File: src/design/triangle_scanline_span_defines.svh
// ----------------------------------------------------------------------------
// Assertion macros for the triangle scanline span block
// Included by the file that carries the concurrent checks.
// ----------------------------------------------------------------------------
`ifndef TRIANGLE_SCANLINE_SPAN_DEFINES_SVH
`define TRIANGLE_SCANLINE_SPAN_DEFINES_SVH

// same-cycle implication
`define TSS_ASSERT_IMPL(lbl, ante, cons) \
  lbl: assert property (@(posedge clk) disable iff (!rst_n) (ante) |-> (cons)) \
    else $error("tss check failed");

// next-cycle implication
`define TSS_ASSERT_NEXT(lbl, ante, cons) \
  lbl: assert property (@(posedge clk) disable iff (!rst_n) (ante) |=> cons) \
    else $error("tss check failed");

`endif

File: src/design/tss_pkg.sv
// ----------------------------------------------------------------------------
// tss_pkg
// Widths, latencies and shared types of the triangle scanline span block.
// ----------------------------------------------------------------------------
`default_nettype none

package tss_pkg;

  localparam int CB         = 14;
  localparam int DIFF_W     = CB + 1;
  localparam int NUM_W      = 2 * CB + 2;
  localparam int QB         = 2 * ((CB + 1) / 2);
  localparam int DIV_STAGES = QB / 2;
  localparam int RW         = NUM_W + 1;
  localparam int EDGE_LAT   = DIV_STAGES + 4;
  localparam int SPAN_LAT   = EDGE_LAT + 1;
  localparam int SW_W       = 13;
  localparam logic [SW_W-1:0] SW_RESET = SW_W'(640);
  localparam int MRG_W      = ((CB > SW_W) ? CB : SW_W) + 2;

  typedef struct packed {
    logic                 vld;
    logic signed [CB-1:0] lo;
    logic signed [CB-1:0] hi;
  } tss_cand_t;

endpackage

`default_nettype wire

File: src/design/tss_span_merge.sv
// ----------------------------------------------------------------------------
// tss_span_merge
// Folds the candidates of every triangle edge into the span and registers it.
// ----------------------------------------------------------------------------
`default_nettype none

module tss_span_merge import tss_pkg::*; (
  input  logic                 clk,
  input  logic [SW_W-1:0]      sw,
  input  tss_cand_t [2:0]      cands,
  output logic signed [CB-1:0] span_left,
  output logic signed [CB-1:0] span_right,
  output logic                 any_edge
);

  logic signed [MRG_W-1:0] lo, hi, c_lo, c_hi;
  logic                    any;

  always_comb begin
    lo  = signed'(MRG_W'(sw));
    hi  = '0;
    any = 1'b0;
    for (int e = 0; e < 3; e++) begin
      c_lo = MRG_W'(cands[e].lo);
      c_hi = MRG_W'(cands[e].hi);
      if (cands[e].vld) begin
        any = 1'b1;
        if (c_lo < lo) lo = c_lo;
        if (c_hi > hi) hi = c_hi;
      end
    end
  end

  logic signed [CB-1:0] left_r, right_r;
  logic                 any_r;

  always_ff @(posedge clk) begin
    left_r  <= lo[CB-1:0];
    right_r <= hi[CB-1:0];
    any_r   <= any;
  end

  assign span_left  = left_r;
  assign span_right = right_r;
  assign any_edge   = any_r;

endmodule

`default_nettype wire

File: config.mk
export PLATFORM = sky130hd
export DESIGN_NAME = tss_span_merge
export DESIGN_NICKNAME = d
export VERILOG_FILES = /design/src/design/triangle_scanline_span_defines.svh /design/src/design/tss_pkg.sv /design/src/design/tss_span_merge.sv
export SDC_FILE = /design/constraint.sdc
export NUM_CORES = 1
export LEC_CHECK = 0
export BUFFER_PORTS_ARGS = -buffer_cell sky130_fd_sc_hd__buf_2
export CORE_MARGIN = 2
export CORE_UTILIZATION = 25
export DETAILED_ROUTE_END_ITERATION = 8
export PLACE_DENSITY = 0.45
export REMOVE_ABC_BUFFERS = 1
export SLEW_MARGIN = 30
export SYNTH_ARGS = -nofsm -noshare
export SYNTH_HDL_FRONTEND = slang
export SYNTH_SLANG_ARGS = --single-unit
File: constraint.sdc
create_clock -name clk -period 6.7 [get_ports clk]
set_input_delay 0.67 -clock clk [delete_from_list [all_inputs] [get_ports clk]]
set_output_delay 0.67 -clock clk [all_outputs]
set_load 0.02 [all_outputs]
* Word-level counts from Yosys, hierarchy flattened
Cells that the tools add are included.
** Operators by class
- Multiplexer cells :: 13
- Reductions and logical operators :: 1
- Magnitude comparators :: 6
** Operators by type and width (count)
- 16-bit two-way mux :: 8
- 14-bit two-way mux :: 4
- 14-bit by 16-bit > comparator with 1-bit output :: 2
- 14-bit by 16-bit < comparator with 1-bit output :: 2
- 14-bit by 1-bit > comparator with 1-bit output (second input constant) :: 1
- 14-bit < comparator :: 1
- 2-bit OR reduction :: 1
- 1-bit two-way mux :: 1
** Storage, ports and cells
- Bits in registers :: 29
- Output and inout bits :: 29

* Logic depth before layout (Yosys ltp)
Gate-level depths: netlist (run 1).
- Word-level depth :: 9
- Mapped depth :: 35

* Least setup slack after synthesis (run 1)
No wires, ideal clock.
- Path kind :: input -> register
- Start :: in sw[1]
- End :: reg left_r[10] (netlist: span_left[10])
- Arrival time :: 6651 ps
- Cell stages on the path :: 35
- Slack :: -73 ps
- Library setup time :: 121 ps
- Cell sequence :: inv_1 > ha_1 > a21o_1 > a21o_1 > a21o_1 > a21o_1 > a21oi_1 > o21a_1 > o21ai_0 > ha_1 > nor2b_4 > buf_6 > clkbuf_1 > nor2_1 > a21oi_1 > ha_1 > and4_1 > and3_1 > a221oi_2 > nor2_1 > o31ai_1 > nand2_1 > buf_6 > mux2i_1 > inv_1 > ha_1 > a21o_1 > a21oi_1 > nor2b_1 > o21ai_0 > o211ai_1 > nor4_1 > a21oi_4 > buf_12 > mux2_4
** On the way
- Cells in the longest elaborated chain, start to end :: 9
** RTL lines
- start, declared :: RTL line tss_span_merge.sv:9 : input logic [SW_W-1:0] sw,
- 14-bit < comparator :: RTL line tss_span_merge.sv:28 : if (c_lo < lo) lo = c_lo;
- 16-bit two-way mux :: RTL line tss_span_merge.sv:28
- 16-bit two-way mux (*) :: RTL line tss_span_merge.sv:26 : if (cands[e].vld) begin
- 14-bit by 16-bit < comparator with 1-bit output :: RTL line tss_span_merge.sv:28
- 16-bit two-way mux :: RTL line tss_span_merge.sv:28
- 16-bit two-way mux (*) :: RTL line tss_span_merge.sv:26
- 14-bit by 16-bit < comparator with 1-bit output :: RTL line tss_span_merge.sv:28
- 14-bit two-way mux :: RTL line tss_span_merge.sv:28
- 14-bit two-way mux (*) :: RTL line tss_span_merge.sv:26
- net lo[10] :: RTL line tss_span_merge.sv:16 : logic signed [MRG_W-1:0] lo, hi, c_lo, c_hi;
- end signal, assigned :: RTL line tss_span_merge.sv:38 : left_r <= lo[CB-1:0];
- end, declared :: RTL line tss_span_merge.sv:34 : logic signed [CB-1:0] left_r, right_r;
Mark *: on every way through the listed nets, which the timed path passes. The rest lies on a longest branch.
A chain may end at the register's enable or synchronous reset.

* Worst setup path after layout (run 1)
Ends and elaborated chain as after synthesis.

==> results of run 1 <==
## metrics by stage
| stage | utilization | area [sq um] |
|---|---|---|
| 4_1_cts | 0.357 | 4760 |
| 3_3_place_gp | 0.345 | 4600 |
| 6_report | 0.379 | 5060 |
| 3_5_place_dp | 0.345 | 4600 |
| 5_1_grt | 0.379 | 5060 |
| 2_1_floorplan | - | 3360 |
## metal layers
layer / GRT usage / share of wire
met1: 0.167 / 0.42
met2: 0.276 / 0.48
met3: 0.0426 / 0.077
met4: 0.0345 / 0.011
met5: 0 / 0.0031
## power by group through the flow
stage          Clock (mW)  Combinational (mW)  Sequential (mW)
2_1_floorplan           0               0.204            0.258
3_3_place_gp            0               0.413            0.217
3_5_place_dp            0               0.417            0.217
4_1_cts             0.226               0.424            0.214
5_1_grt             0.229               0.513            0.216
6_report            0.217               0.461            0.212
## worst min path at each step
stage,to,cells after the start,slack [ns]
4_1_cts,span_right[13],3,0.62
6_report,span_right[13],3,0.62
3_3_place_gp,span_right[13],3,0.91
5_1_grt,span_left[8],2,0.64
2_1_floorplan,any_edge,1,0.77
3_5_place_dp,span_right[13],3,0.91
## flip-flops by register name (all words and copies together), names as in the netlist
signal	count
any_edge	1
span_left	14
span_right	14
## cell families (layout without fill, tap and decap cells)
family                   Yosys count  in the layout  synth area share
AO/OA/AOI/OAI                     87             88             0.171
XOR/XNOR                           1              1           0.00254
adder cells (fa/ha/maj)           65             65             0.236
buffers and inverters             76            259            0.0924
flip-flops                        29             29             0.168
multiplexers                      42             42             0.140
other                              1              2           0.00109
AND/OR/NAND/NOR                  125            125             0.189
## critical path: cells and delay by family
family / cells / cell delay, ns
adder cells (fa/ha/maj): 4 / 1.08
buffers and inverters: 7 / 0.79
AO/OA/AOI/OAI: 16 / 2.46
AND/OR/NAND/NOR: 6 / 1.11
multiplexers: 2 / 0.49
## layout by cell type (no fill, tap or decap), drive strengths merged, types with 2 or more instances in the layout
| master | n |
|---|---|
| nor3 | 3 |
| o31ai | 2 |
| nand3 | 6 |
| nand2b | 2 |
| o221ai | 2 |
| a211oi | 3 |
| or3 | 3 |
| inv | 61 |
| o21ai | 13 |
| a2111oi | 3 |
| clkbuf | 6 |
| and3 | 5 |
| a21o | 11 |
| and4 | 4 |
| clkinv | 2 |
| o21a | 7 |
| and2 | 12 |
| nor2 | 17 |
| nand4 | 18 |
| nor2b | 6 |
| a21oi | 26 |
| nor4 | 4 |
| mux2 | 14 |
| mux2i | 28 |
| buf | 190 |
| dfxtp | 29 |
| o22ai | 2 |
| nand2 | 41 |
| o211ai | 14 |
| ha | 65 |
## area by class of cell
type | instances | share of cell area
flip-flops and latches | 29 | 0.115
diodes | 1 | 0.000495
clock inverters | 2 | 0.00198
well taps | 176 | 0.0435
multi-input cells | 322 | 0.543
clock buffers | 6 | 0.0255
repair buffers | 190 | 0.226
inverters | 61 | 0.0453
## timing repair
item                                    CTS  global route
setup buffers                             0            13
endpoints found under the setup margin   14            14
gates resized for setup                   3            45
pin swaps                                 0            13
cloned                                    1             1
==> out/results.tsv, run 1 <==
metric	value	unit
cell repeated most along the worst path	a21o_1	
Max Root-Sink Buffers	2	
via count	3642	
initial antenna violation count	5	
max-cap viol count	0	
max-slew violations	0	
period utilization	0.959	
Critical Path Start	sw[1]	
count of final hold-check violations	0	
Critical Path RT	6.87	ns
drt pass-1 iters	4	
total power	0.891	mW
Peak VDD IR	0.0872	mV
vias per inst	4.63	
Seq/Total Area, Yosys	0.168	
top-count cell post-synth	ha_1	
Reg area	581	sq um
total congestion overflow	0	
Filler cells	1414	
Worst Hold Margin	0.625	ns
Layout Nets	775	
FF+latch count, synth	29	
post-route setup slack	0.276	ns
CTS tree	yes	
Core Box Area	13300	sq um
DP Worst Slack	-0.425	ns
hold buffer count at cts	0	
mean routed wirelength per cell	14.1	um
crit path to	span_left[10]	
TNS Setup	0	ns
post-detail-place hpwl	9230	um
first-pass GRT wire length	17300	um
Layout area overhead	46.5	%
relative max-transition margin	0.567	
Rows	42	
largest fanout on the critical path	7	
Final GP Congestion	0.818	
class of the worst hold path	in -> reg	
IO Pins	130	
P_sw	0.326	mW
Primary FF master, synth	dfxtp_1	
DIE AREA	14800	sq um
Synth area leaders	ha_1 24%, dfxtp_1 17%, mux2i_1 7.8%, inv_1 6.6%, nand2_1 4.5%	
fin cells	787	
status	finished, final reports clean	
H-tree levels	2	
Final setup viols	0	
root buf cell	clkbuf_16	
Chip Width	122	um
syn_area_per_cell	8.11	sq um
DRC Markers	0	
DRT iter0 DRCs	171	
pwr dens	176	nW/um^2
Sw Ratio	0.366	
area of the multi-input gates	2750	sq um
clock share of power	0.243	
Num CTS Buffers	5	
post-route antenna net violation count	0	
min Tclk post-route	6.42	ns
Synth top area share	0.236	
Max Clock Freq	0.156	GHz
hold path start	cands[71]	
worst-margin pin slew	0.649	ns
routed wire length	11100	um
Starting Density	0.259	
vias in the first global route	3708	
share of cells above drive strength 1	0.410	
dpl cells	764	
Sink Count	29	
Die Span Y	122	um
Largest stage delay, worst path	0.34	ns
ys async rst share	0	
Crit Path Category	in -> reg	
CP Launch Type	primary input	
P_int	0.565	mW
Post-synth EDFFs	0	
share of power burned in registers	0.239	
Setup crit end kind	flop	
slowest stage cell on the critical path	ha_1	
largest net degree at the start of global routing	29	
Leakage	2.64	nW
GRT Overall Usage	0.148	
crit path DAT	6.59	ns
number of distinct library cells after synthesis	49	
most frequent cells after synthesis	65 x ha_1, 61 x inv_1, 41 x nand2_1	
Syn Inst Count	426	
CTS clk-pin slew, worst paths	0.05	ns
synth warn	0	
biggest area consumer among synthesized cells	ha_1	
Gate power share	0.518	
Syn Std Cell Area	3450	sq um
IO Port Bufs	129	
Power figures use the tool's default switching activity.
==> run 2: changes to the inputs <==
- CORE_MARGIN: 2 -> 4
- PLACE_DENSITY: 0.45 -> 0.43
- clock period: 6.7 -> 7.35 ns (I/O delays scaled with it)
==> run 2 against run 1 <==
  * Final cell count shrank 6.6%
  * Global-route usage shrank 1.7 points
  * Non-clock buffer count shrank 52
  * Critical path type unchanged
  * Design area shrank 12%
  * Clock power shrank 6%
  * Setup slack gained 0.33 ns
  * Sequential power shrank 8%
  * Critical path depth shrank 1
  * Combinational power shrank 25%
==> out/results.tsv, run 2 (synthesized netlist as in run 1, its figures left out) <==
metric	value	unit
Layout Nets	722	
status	finished, final reports clean	
met2 WL	5040	um
commonest non-fill, non-tap cell in the layout	buf_2	
class of the worst hold path	in -> reg	
CP Launch Type	primary input	
area of the multi-input gates	2570	sq um
Final GP Congestion	0.813	
post-route setup slack	0.606	ns
IO Pins	130	
worst-margin pin slew	0.800	ns
relative max-transition margin	0.466	
Starting Density	0.258	
Filler cells	1451	
crit path DAT	6.90	ns
IO Port Bufs	129	
Worst Hold Margin	0.693	ns
mean routed wirelength per cell	14.4	um
Num CTS Buffers	5	
post-route antenna net violation count	0	
vias per inst	4.65	
share of cells above drive strength 1	0.304	
total congestion overflow	0	
Top Metal Used	met5	
slowest stage cell on the critical path	ha_1	
Max Root-Sink Buffers	2	
first-pass GRT wire length	16800	um
H-tree levels	2	
Post-DP Area	4310	sq um
CTS clk-pin slew, worst paths	0.05	ns
Leakage	2.39	nW
DR WL met3	921	um
max-slew violations	0	
min Tclk post-route	6.74	ns
Largest stage delay, worst path	0.33	ns
DP Worst Slack	-0.0293	ns
period utilization	0.918	
Layout area overhead	29.5	%
Final setup viols	0	
Rows	42	
Sink Count	29	
GRT Overall Usage	0.132	
largest net degree at the start of global routing	28	
Max Clock Freq	0.148	GHz
most frequent cells in the layout	129 x buf_2, 65 x ha_1, 61 x inv_1, 40 x nand2_1, 29 x dfxtp_1	
routed wire length	10600	um
DRT iter0 DRCs	81	
root buf cell	clkbuf_16	
RSZ-0062 raised after global routing	false	
count of final hold-check violations	0	
Reg area	581	sq um
via count	3421	
Setup crit end kind	flop	
Peak VDD IR	0.0749	mV
Crit Path Category	in -> reg	
vias in the first global route	3365	
post-detail-place hpwl	9180	um
WL met1	4490	um
Util after Layout	0.334	
hold buffer count at cts	0	
drt pass-1 iters	4	
cell repeated most along the worst path	a21o_1	
dpl cells	725	
setup bufs post-CTS	0	
DRC Markers	0	
fin cells	735	
DIE AREA	15800	sq um
largest fanout on the critical path	24	
Core Box Area	13400	sq um
max-cap viol count	0	
post-CTS sizing	0	
Chip Width	126	um
Die Span Y	126	um
initial antenna violation count	3	
Critical Path RT	7.51	ns
CTS tree	yes	
final instance area	4470	sq um
pwr dens	167	nW/um^2
[run 2: cell types whose count changed in the layout (fill, tap and decap cells not counted), sizes merged]
cell    delta
clkinv     -2
clkbuf     +1
buf       -52
a21oi      -1
diode      +2
[run 2: per-stage QoR]
step	TNS [ns]	power, mW
after detailed placement	-0.184	0.549
after global placement	0	0.546
final	0	0.746
after floorplan	0	0.421
after global routing	0	0.805
after CTS	0	0.760
[run 2: layer usage]
metal	vias to the layer above	global-route usage
met2	111	0.234
met4	6	0.0268
met1	1507	0.154
met5	-	0
li1	1785	-
met3	12	0.0448
[run 2: report_power, final]
group	switching (mW)	internal, mW
clock network	0.0718	0.133
registers	0.00734	0.187
logic	0.193	0.154
total	0.272	0.473
[run 2: worst max-delay path, delay by kind of cell]
kind / cells / cell delay, ns
compound gates: 16 / 2.71
simple gates: 7 / 1.19
fa+ha+maj: 4 / 1.18
buf+inv: 5 / 0.56
mux: 2 / 0.54
[run 2: layout make-up]
cell class | count | share of cell area
Antenna cell | 3 | 0.00168
Tap cell | 176 | 0.0492
Timing Repair Buffer | 138 | 0.162
Multi-Input combinational cell | 321 | 0.574
Inverter | 61 | 0.0512
Sequential cell | 29 | 0.130
Clock buffer | 7 | 0.0319
[run 2: path summary, 6_finish.rpt]
check             startpoint        endpoint  slack (ns)  cells after the start
setup / recovery       sw[1]    span_left[3]        0.61                     34
hold / removal     cands[71]  span_right[13]        0.69                      3
