**config.mk**
```make
export PLATFORM = sky130hd
export DESIGN_NAME = tss_edge_pipe
export DESIGN_NICKNAME = d
export VERILOG_FILES = /design/src/design/triangle_scanline_span_defines.svh /design/src/design/tss_pkg.sv /design/src/design/tss_edge_pipe.sv
export SDC_FILE = /design/constraint.sdc
export NUM_CORES = 2
export LEC_CHECK = 0
export ABC_AREA = 1
export BUFFER_PORTS_ARGS = -buffer_cell sky130_fd_sc_hd__buf_2
export CAP_MARGIN = 20
export CELL_PAD_IN_SITES_DETAIL_PLACEMENT = 1
export CELL_PAD_IN_SITES_GLOBAL_PLACEMENT = 1
export CORE_UTILIZATION = 35
export CTS_CLUSTER_DIAMETER = 80
export CTS_CLUSTER_SIZE = 14
export DETAILED_ROUTE_END_ITERATION = 6
export HOLD_SLACK_MARGIN = 0.06
export PLACE_DENSITY_LB_ADDON = 0.25
export SETUP_SLACK_MARGIN = 0.3
export SKIP_LAST_GASP = 1
export SYNTH_ARGS = -nofsm -noshare
export SYNTH_HDL_FRONTEND = slang
export SYNTH_SLANG_ARGS = --single-unit
export TNS_END_PERCENT = 10
```
**constraint.sdc**
```tcl
create_clock -name clk -period 8.47 [get_ports clk]
set_input_delay 1.694 -clock clk [delete_from_list [all_inputs] [get_ports clk]]
set_output_delay 1.694 -clock clk [all_outputs]
set_load 0.05 [all_outputs]
```
**src/design/triangle_scanline_span_defines.svh**
```systemverilog
// ----------------------------------------------------------------------------
// Assertion macros for the triangle scanline span block
// Included by the file that carries the concurrent checks.
// ----------------------------------------------------------------------------
`ifndef TRIANGLE_SCANLINE_SPAN_DEFINES_SVH
`define TRIANGLE_SCANLINE_SPAN_DEFINES_SVH

// same-cycle implication
`define TSS_ASSERT_IMPL(lbl, ante, cons) \
  lbl: assert property (@(posedge clk) disable iff (!rst_n) (ante) |-> (cons)) \
    else $error("tss check failed");

// next-cycle implication
`define TSS_ASSERT_NEXT(lbl, ante, cons) \
  lbl: assert property (@(posedge clk) disable iff (!rst_n) (ante) |=> cons) \
    else $error("tss check failed");

`endif

```
**src/design/tss_pkg.sv**
```systemverilog
// ----------------------------------------------------------------------------
// tss_pkg
// Widths, latencies and shared types of the triangle scanline span block.
// ----------------------------------------------------------------------------
`default_nettype none

package tss_pkg;

  localparam int CB         = 14;
  localparam int DIFF_W     = CB + 1;
  localparam int NUM_W      = 2 * CB + 2;
  localparam int QB         = 2 * ((CB + 1) / 2);
  localparam int DIV_STAGES = QB / 2;
  localparam int RW         = NUM_W + 1;
  localparam int EDGE_LAT   = DIV_STAGES + 4;
  localparam int SPAN_LAT   = EDGE_LAT + 1;
  localparam int SW_W       = 13;
  localparam logic [SW_W-1:0] SW_RESET = SW_W'(640);
  localparam int MRG_W      = ((CB > SW_W) ? CB : SW_W) + 2;

  typedef struct packed {
    logic                 vld;
    logic signed [CB-1:0] lo;
    logic signed [CB-1:0] hi;
  } tss_cand_t;

endpackage

`default_nettype wire

```
**src/design/tss_edge_pipe.sv**
```systemverilog
// ----------------------------------------------------------------------------
// tss_edge_pipe
// One edge: span test, exact numerator, pipelined restoring divide (two
// quotient bits a stage), sign fix and crossing candidates.
// ----------------------------------------------------------------------------
`default_nettype none

module tss_edge_pipe import tss_pkg::*; (
  input  logic                 clk,
  input  logic signed [CB-1:0] px,
  input  logic signed [CB-1:0] py,
  input  logic signed [CB-1:0] qx,
  input  logic signed [CB-1:0] qy,
  input  logic signed [CB-1:0] row,
  output tss_cand_t            cand
);

  // stage 1: differences
  logic signed [CB-1:0]     s1_px_r, s1_qx_r;
  logic signed [DIFF_W-1:0] s1_den_r, s1_dy_r, s1_dx_r;
  logic                     s1_spans_r, s1_horiz_r;

  always_ff @(posedge clk) begin
    s1_px_r    <= px;
    s1_qx_r    <= qx;
    s1_den_r   <= DIFF_W'(qy) - DIFF_W'(py);
    s1_dy_r    <= DIFF_W'(row) - DIFF_W'(py);
    s1_dx_r    <= DIFF_W'(qx) - DIFF_W'(px);
    s1_spans_r <= ((py <= row) && (row <= qy)) || ((qy <= row) && (row <= py));
    s1_horiz_r <= (py == qy);
  end

  // stage 2: numerator
  logic signed [2*CB:0]     p1;
  logic signed [2*CB+1:0]   p2;
  logic signed [NUM_W-1:0]  s2_num_r;
  logic signed [DIFF_W-1:0] s2_den_r;
  logic signed [CB-1:0]     s2_px_r, s2_qx_r;
  logic                     s2_spans_r, s2_horiz_r;

  assign p1 = s1_px_r * s1_den_r;
  assign p2 = s1_dy_r * s1_dx_r;

  always_ff @(posedge clk) begin
    s2_num_r   <= NUM_W'(p1) + NUM_W'(p2);
    s2_den_r   <= s1_den_r;
    s2_px_r    <= s1_px_r;
    s2_qx_r    <= s1_qx_r;
    s2_spans_r <= s1_spans_r;
    s2_horiz_r <= s1_horiz_r;
  end

  // stage 3: magnitudes, then divide stages
  logic [NUM_W-1:0]  num_abs;
  logic [DIFF_W-1:0] den_abs;

  assign num_abs = s2_num_r[NUM_W-1] ? NUM_W'(-s2_num_r) : NUM_W'(s2_num_r);
  assign den_abs = s2_den_r[DIFF_W-1] ? DIFF_W'(-s2_den_r) : DIFF_W'(s2_den_r);

  logic [NUM_W-2:0]     dv_rem_r   [0:DIV_STAGES];
  logic [QB-1:0]        dv_q_r     [0:DIV_STAGES];
  logic [CB-1:0]        dv_den_r   [0:DIV_STAGES];
  logic                 dv_neg_r   [0:DIV_STAGES];
  logic signed [CB-1:0] dv_px_r    [0:DIV_STAGES];
  logic signed [CB-1:0] dv_qx_r    [0:DIV_STAGES];
  logic                 dv_spans_r [0:DIV_STAGES];
  logic                 dv_horiz_r [0:DIV_STAGES];

  always_ff @(posedge clk) begin
    dv_rem_r[0]   <= num_abs[NUM_W-2:0];
    dv_q_r[0]     <= '0;
    dv_den_r[0]   <= den_abs[CB-1:0];
    dv_neg_r[0]   <= s2_num_r[NUM_W-1] ^ s2_den_r[DIFF_W-1];
    dv_px_r[0]    <= s2_px_r;
    dv_qx_r[0]    <= s2_qx_r;
    dv_spans_r[0] <= s2_spans_r;
    dv_horiz_r[0] <= s2_horiz_r;
  end

  for (genvar k = 0; k < DIV_STAGES; k++) begin : g_div
    logic [RW-1:0] rem_w;
    logic [RW-1:0] sub_w;
    logic [QB-1:0] q_w;

    always_comb begin
      rem_w = RW'(dv_rem_r[k]);
      q_w   = dv_q_r[k];
      for (int j = 0; j < 2; j++) begin
        sub_w = RW'(dv_den_r[k]) << (QB - 1 - 2 * k - j);
        if (rem_w >= sub_w) begin
          rem_w = rem_w - sub_w;
          q_w[QB-1-2*k-j] = 1'b1;
        end
      end
    end

    always_ff @(posedge clk) begin
      dv_rem_r[k+1]   <= rem_w[NUM_W-2:0];
      dv_q_r[k+1]     <= q_w;
      dv_den_r[k+1]   <= dv_den_r[k];
      dv_neg_r[k+1]   <= dv_neg_r[k];
      dv_px_r[k+1]    <= dv_px_r[k];
      dv_qx_r[k+1]    <= dv_qx_r[k];
      dv_spans_r[k+1] <= dv_spans_r[k];
      dv_horiz_r[k+1] <= dv_horiz_r[k];
    end
  end

  // last stage: signed crossing, or both endpoints on a flat edge
  logic [QB-1:0]        q_sgn;
  logic signed [CB-1:0] x_cross;
  logic signed [CB-1:0] ex_px, ex_qx;

  assign ex_px   = dv_px_r[DIV_STAGES];
  assign ex_qx   = dv_qx_r[DIV_STAGES];
  assign q_sgn   = dv_neg_r[DIV_STAGES] ? QB'(-dv_q_r[DIV_STAGES]) : dv_q_r[DIV_STAGES];
  assign x_cross = q_sgn[CB-1:0];

  tss_cand_t cand_r;

  always_ff @(posedge clk) begin
    cand_r.vld <= dv_spans_r[DIV_STAGES];
    if (dv_horiz_r[DIV_STAGES]) begin
      cand_r.lo <= (ex_px < ex_qx) ? ex_px : ex_qx;
      cand_r.hi <= (ex_px > ex_qx) ? ex_px : ex_qx;
    end else begin
      cand_r.lo <= x_cross;
      cand_r.hi <= x_cross;
    end
  end

  assign cand = cand_r;

endmodule

`default_nettype wire

```
* Word level (Yosys, flattened, before mapping)
Memories as Yosys holds them, arrays and structs flattened. A register that Yosys moved wholly into a read port is not among the register bits. Index checks and enable logic that the tools add are counted.
Word-level totals: input port bits 71, logic and storage cells 105, memories kept 8, register bits after elaboration 178, RAM bits 704, output and inout bits 29
Memories:
- dv_rem_r | words 8, width 29, read ports 7, clocked after Yosys merged registers in 0, wr ports 8, line tss_edge_pipe.sv:60 | logic [NUM_W-2:0] dv_rem_r [0:DIV_STAGES];
- dv_den_r | words 8, width 14, read ports 7, clocked after Yosys merged registers in 0, wr ports 8, line tss_edge_pipe.sv:62 | logic [CB-1:0] dv_den_r [0:DIV_STAGES];
- dv_px_r | words 8, width 14, read ports 8, clocked after Yosys merged registers in 0, wr ports 8, line tss_edge_pipe.sv:64 | logic signed [CB-1:0] dv_px_r [0:DIV_STAGES];
- dv_q_r | words 8, width 14, read ports 8, clocked after Yosys merged registers in 0, wr ports 8, line tss_edge_pipe.sv:61 | logic [QB-1:0] dv_q_r [0:DIV_STAGES];
- dv_qx_r | words 8, width 14, read ports 8, clocked after Yosys merged registers in 0, wr ports 8, line tss_edge_pipe.sv:65 | logic signed [CB-1:0] dv_qx_r [0:DIV_STAGES];
- dv_horiz_r | words 8, width 1, read ports 8, clocked after Yosys merged registers in 0, wr ports 8, line tss_edge_pipe.sv:67 | logic dv_horiz_r [0:DIV_STAGES];
- +2 memories
Operators by class: multiply operators 2, magnitude comparators 20, add/sub/neg operators 21, multiplexer cells 34, equal/unequal tests 1, bitwise operators 1, reductions and logical operators 3
Operators with widths (number):
- 29-bit 2-to-1 mux | 8
- 31-bit 2-to-1 mux | 7
- 14-bit less-or-equal comparator | 4
- 14-bit 2-to-1 mux | 4
- 14-bit by 14-bit subtractor with 15-bit output | 3
- 31-bit by 14-bit greater-or-equal comparator with 1-bit output | 1
- 31-bit by 16-bit greater-or-equal comparator with 1-bit output | 1
- 31-bit by 18-bit greater-or-equal comparator with 1-bit output | 1
- 31-bit by 20-bit greater-or-equal comparator with 1-bit output | 1
- 31-bit by 22-bit greater-or-equal comparator with 1-bit output | 1
- 31-bit by 24-bit greater-or-equal comparator with 1-bit output | 1
- 31-bit by 26-bit greater-or-equal comparator with 1-bit output | 1
- 29-bit by 30-bit adder with 30-bit output | 1
- 15-bit by 15-bit multiplier with 30-bit output | 1
- 29-bit by 15-bit subtractor with 30-bit output | 1
- 29-bit by 17-bit subtractor with 30-bit output | 1
- 29-bit by 19-bit subtractor with 30-bit output | 1
- 29-bit by 21-bit subtractor with 30-bit output | 1
- 29-bit by 23-bit subtractor with 30-bit output | 1
- 29-bit by 25-bit subtractor with 30-bit output | 1
- 29-bit by 27-bit subtractor with 30-bit output | 1
- 29-bit by 15-bit greater-or-equal comparator with 1-bit output | 1
- 29-bit by 17-bit greater-or-equal comparator with 1-bit output | 1
- 29-bit by 19-bit greater-or-equal comparator with 1-bit output | 1
- other kinds (22) | 37

* Depth between registers and ports, before layout
An unclocked memory read counts as a cell.
word-level depth 5, mapped depth 31, gate-level depth less buffers 29

* Worst setup path after synthesis
OpenSTA, ideal clock, no wires.
path kind register to register, start register s1_dy_r[14], end register s2_num_r[28], stages on the path, launching flop included 26, path slack 1.509 ns, library setup time 0.072 ns, path buffers 1, data arrival time 6.890 ns, period minus slack after synthesis 6.961 ns, path through dfxtp_1 > clkbuf_1 > nand2_1 > fa_1 > inv_1 > fa_1 > fa_1 > inv_1 > fa_1 > inv_1 > fa_1 > fa_1 > fa_1 > inv_1 > fa_1 > inv_1 > ha_1 > nand2_1 > nor4_1 > nand4_1 > nand3_1 > nand4_1 > o211ai_1 > nand2_1 > nand3_1 > xor2_1
Between the ends: cells in the longest elaborated chain, start to end 2
RTL lines:
- start: declaration | line tss_edge_pipe.sv:20 | logic signed [DIFF_W-1:0] s1_den_r, s1_dy_r, s1_dx_r;
- start signal: assignment | line tss_edge_pipe.sv:27 | s1_dy_r <= DIFF_W'(row) - DIFF_W'(py);
- 15-bit by 15-bit multiplier with 30-bit output | line tss_edge_pipe.sv:42 | assign p2 = s1_dy_r * s1_dx_r;
- 29-bit by 30-bit adder with 30-bit output | line tss_edge_pipe.sv:45 | s2_num_r <= NUM_W'(p1) + NUM_W'(p2);
- end signal: assignment | line tss_edge_pipe.sv:45
- end: declaration | line tss_edge_pipe.sv:36 | logic signed [NUM_W-1:0] s2_num_r;
Every way passes these cells.

* Worst setup path after layout
start register s1_den_r[14], end register s2_num_r[28]
Between the ends: cells in the longest elaborated chain, start to end 2
RTL lines:
- start: declaration | line tss_edge_pipe.sv:20
- start signal: assignment | line tss_edge_pipe.sv:26 | s1_den_r <= DIFF_W'(qy) - DIFF_W'(py);
- 14-bit by 15-bit multiplier with 29-bit output | line tss_edge_pipe.sv:41 | assign p1 = s1_px_r * s1_den_r;
- 29-bit by 30-bit adder with 30-bit output | line tss_edge_pipe.sv:45
Every way passes these cells.

==> PnR_summary.wiki <==
{| class="wikitable"
! Metric !! Value
|-
| Worst-Skew Late Latency || 0.68 ns
|-
| Detailed-routed wire length on met3 || 3.98 mm
|-
| Aggregate routed wire length || 161 mm
|-
| I/O pins || 100
|-
| Worst EP arrival || 8.15 ns
|-
| Unrepaired setup endpoints after global routing || no
|-
| Total global-route track usage || 0.214
|-
| Peak Freq || 132 MHz
|-
| Clock skew after layout || 0.0270 ns
|-
| Post-synthesis instance total || 6749
|-
| Global-route wire length before repair || 257 mm
|-
| Quantity of gates resized following cts || 0
|-
| Clock tree from TritonCTS || built
|-
| Count of port buffers added during placement || 99
|-
| Detailed-routing iteration count for the pre-antenna-repair pass || 7
|-
| Nets || 7803
|-
| Worst-Margin Slew || 0.988 ns
|-
| Floorplan die area || 155000 µm²
|-
| Via count of the first global-routing pass || 46200
|-
| Final hold vios || 0
|-
| Sequential cell area fraction in the yosys report || 0.293
|-
| CTS Root Buffer Type || sky130_fd_sc_hd__clkbuf_16
|-
| Number of flops mapped to enable cells by yosys || 0
|-
| Final Slew Violations || 0
|-
| Synthesis Warnings || 0
|-
| Cell area after technology mapping || 53500 µm²
|-
| Launching element type of the critical path || flop
|-
| Largest net degree at the start of global routing || 36
|-
| Post-DP HPWL || 137 mm
|-
| Buffer count from post-CTS setup fixing || 0
|-
| Vertical die dimension || 393 µm
|-
| Total gr overflow || 0
|-
| Std-Cell Core Area || 152000 µm²
|-
| Weighted congestion at the end of routability-driven global placement || 0.925
|-
| Clock tree buffer depth || 3
|-
| Unique cell type count in the Yosys netlist || 55
|-
| Remaining number of nets flagged by the antenna check after routing || 0
|-
| Post-synthesis register bit count || 784
|-
| Number of buffers created by CTS || 75
|-
| Kind of critical path || flop to flop
|-
| CP max-delay cell || sky130_fd_sc_hd__fa_1
|-
| Drt first-iter violations || 1841
|-
| Async SR Flop Fraction || 0
|-
| Prevailing post-synth register cell || sky130_fd_sc_hd__dfxtp_1
|-
| Peak per-stage delay on the critical path || 0.78 ns
|-
| Initial Utilization || 0.352
|-
| Met2 WL post-DR || 80.5 mm
|-
| Synth Net Count || 7701
|-
| Top sig layer || met4
|-
| Commonest cells after routing, fill and taps aside || 1629 x sky130_fd_sc_hd__nand2_1, 1367 x sky130_fd_sc_hd__inv_1, 784 x sky130_fd_sc_hd__dfxtp_1
|-
| Hold-fix buffers at CTS || 0
|-
| Endpoint class of the critical path || flop
|-
| Post-route clock period utilization || 0.893
|-
| Worst hold-check path type || flop to flop
|-
| Horizontal die dimension || 393 µm
|-
| Std cell rows || 143
|-
| Most common cell after layout, fill and taps aside || sky130_fd_sc_hd__nand2_1
|-
| Residual DRC count || 0
|-
| Clk sink count || 784
|-
| Level count of the clock H-tree || 3
|-
| Setup-violating endpoint count in the final report || 0
|-
| Most frequent CP cell || sky130_fd_sc_hd__fa_1
|-
| Average cell area after synthesis || 7.93 µm²
|-
| Post-route met1 wirelength || 71.2 mm
|-
| Time the worst path needs with I/O delays and setup || 7.56 ns
|-
| Sum of negative setup slack || 0 ns
|-
| Data required time of the critical path || 9.06 ns
|-
| Outcome || completed
|-
| Hold slack || 0.305 ns
|-
| DR vias/cell || 4.76
|-
| Post-DR wirelength/cell || 18.1 µm
|-
| Via count || 42400
|-
| Max-cap violations || 0
|-
| Worst path buffer plus inverter count || 7
|-
| Initial antenna violation count || 5
|-
| Top Family by Delay on Critical Path || adder cells
|-
| Ratio of cells with drive above 1 in the final layout || 0.0541
|-
| Worst slew slack as a fraction of its limit || 0.340
|-
| Clock transition time at the flip-flop clock pins of the worst setup and hold paths || 0.07 ns
|-
| Area delta synth->final || 9.61%
|-
| Maximum fanout along the worst path || 15
|}
==> through the flow <==
step,setup WS (ns),cells,area (µm²),util
5_1_grt,0.461,8912,58700,0.386
6_report,0.907,8913,58700,0.386
3_5_place_dp,0.939,8804,56300,0.371
3_3_place_gp,1.00,8804,56300,0.371
2_1_floorplan,1.51,6749,53500,-
4_1_cts,0.897,8912,58700,0.386
==> worst register-to-register path, delay by kind of cell, from the launching register on <==
| kind | cells | cell delay, ns |
|---|---|---|
| adder cells (fa/ha/maj) | 9 | 4.79 |
| AND/OR/NAND/NOR | 8 | 1.42 |
| flip-flops | 1 | 0.48 |
| buffers and inverters | 7 | 0.46 |
| AO/OA/AOI/OAI | 1 | 0.16 |
| XOR/XNOR | 1 | 0.15 |
==> area by class of cell <==
type / count / area [µm²]
Fill cell: 18400 / 93200
Multi-Input combinational cell: 4468 / 32100
Sequential cell: 784 / 15700
Inverter: 1384 / 5200
Tap cell: 2030 / 2540
Clock buffer: 85 / 1990
Timing Repair Buffer: 138 / 788
Clock inverter: 23 / 365
Antenna cell: 1 / 2.50
==> metal layers <==
metal  up-vias  track usage
li1      20800            -
met1     20800        0.266
met2       553        0.386
met3       217       0.0205
met4         0       0.0662
met5         -            0
==> state kept, by name, summed over array words and instances, names as in the netlist, 8 cells and up <==
register / flops
s1_den_r: 15
s1_px_r: 14
dv_den_r: 98
dv_horiz_r: 8
cand: 29
s2_px_r: 14
s1_dx_r: 15
s1_dy_r: 15
dv_neg_r: 8
s1_qx_r: 14
dv_spans_r: 8
dv_px_r: 112
dv_rem_r: 203
dv_qx_r: 112
s2_num_r: 30
s2_den_r: 15
s2_qx_r: 14
dv_q_r: 56
==> cell usage after synthesis, types with 15 or more instances <==
master / n / area share
sky130_fd_sc_hd__a21o_1: 17 / 0.0024
sky130_fd_sc_hd__a21oi_1: 285 / 0.027
sky130_fd_sc_hd__clkbuf_1: 82 / 0.0057
sky130_fd_sc_hd__dfxtp_1: 784 / 0.29
sky130_fd_sc_hd__fa_1: 504 / 0.19
sky130_fd_sc_hd__ha_1: 377 / 0.088
sky130_fd_sc_hd__inv_1: 1367 / 0.096
sky130_fd_sc_hd__nand2_1: 1629 / 0.11
sky130_fd_sc_hd__nand2_2: 25 / 0.0029
sky130_fd_sc_hd__nand3_1: 293 / 0.027
sky130_fd_sc_hd__nand3_2: 15 / 0.0028
sky130_fd_sc_hd__nand3b_1: 18 / 0.0025
sky130_fd_sc_hd__nand4_1: 80 / 0.0093
sky130_fd_sc_hd__nor2_1: 416 / 0.029
sky130_fd_sc_hd__nor3_1: 59 / 0.0055
sky130_fd_sc_hd__nor4_1: 15 / 0.0018
sky130_fd_sc_hd__o21ai_0: 252 / 0.024
sky130_fd_sc_hd__o21ai_1: 33 / 0.0031
sky130_fd_sc_hd__or2_2: 24 / 0.0028
sky130_fd_sc_hd__xnor2_1: 134 / 0.022
sky130_fd_sc_hd__xor2_1: 158 / 0.026
==> path summary, 6_finish.rpt <==
| path | start | end | slack (ns) | depth (start not counted) |
|---|---|---|---|---|
| hold / removal | dv_px_r[1][5]$_DFF_P_ | dv_px_r[1][19]$_DFF_P_ | 0.30 | 0 |
| setup reg to reg | s1_den_r[14]$_DFF_P_ | s2_num_r[28]$_DFF_P_ | 0.91 | 26 |
| hold reg to reg | dv_px_r[1][5]$_DFF_P_ | dv_px_r[1][19]$_DFF_P_ | 0.30 | 0 |
| setup / recovery | s1_den_r[14]$_DFF_P_ | s2_num_r[28]$_DFF_P_ | 0.91 | 26 |
==> cell families after synthesis <==
| logic type | Yosys count | share of synthesized area |
|---|---|---|
| AO/OA/AOI/OAI | 675 | 0.0686 |
| XOR/XNOR | 292 | 0.0478 |
| adder cells (fa/ha/maj) | 881 | 0.277 |
| buffers and inverters | 1497 | 0.107 |
| flip-flops | 784 | 0.293 |
| AND/OR/NAND/NOR | 2620 | 0.207 |
Power is not shown: default switching activity piles up to over one toggle a cycle in this logic, so the estimate is an artifact.
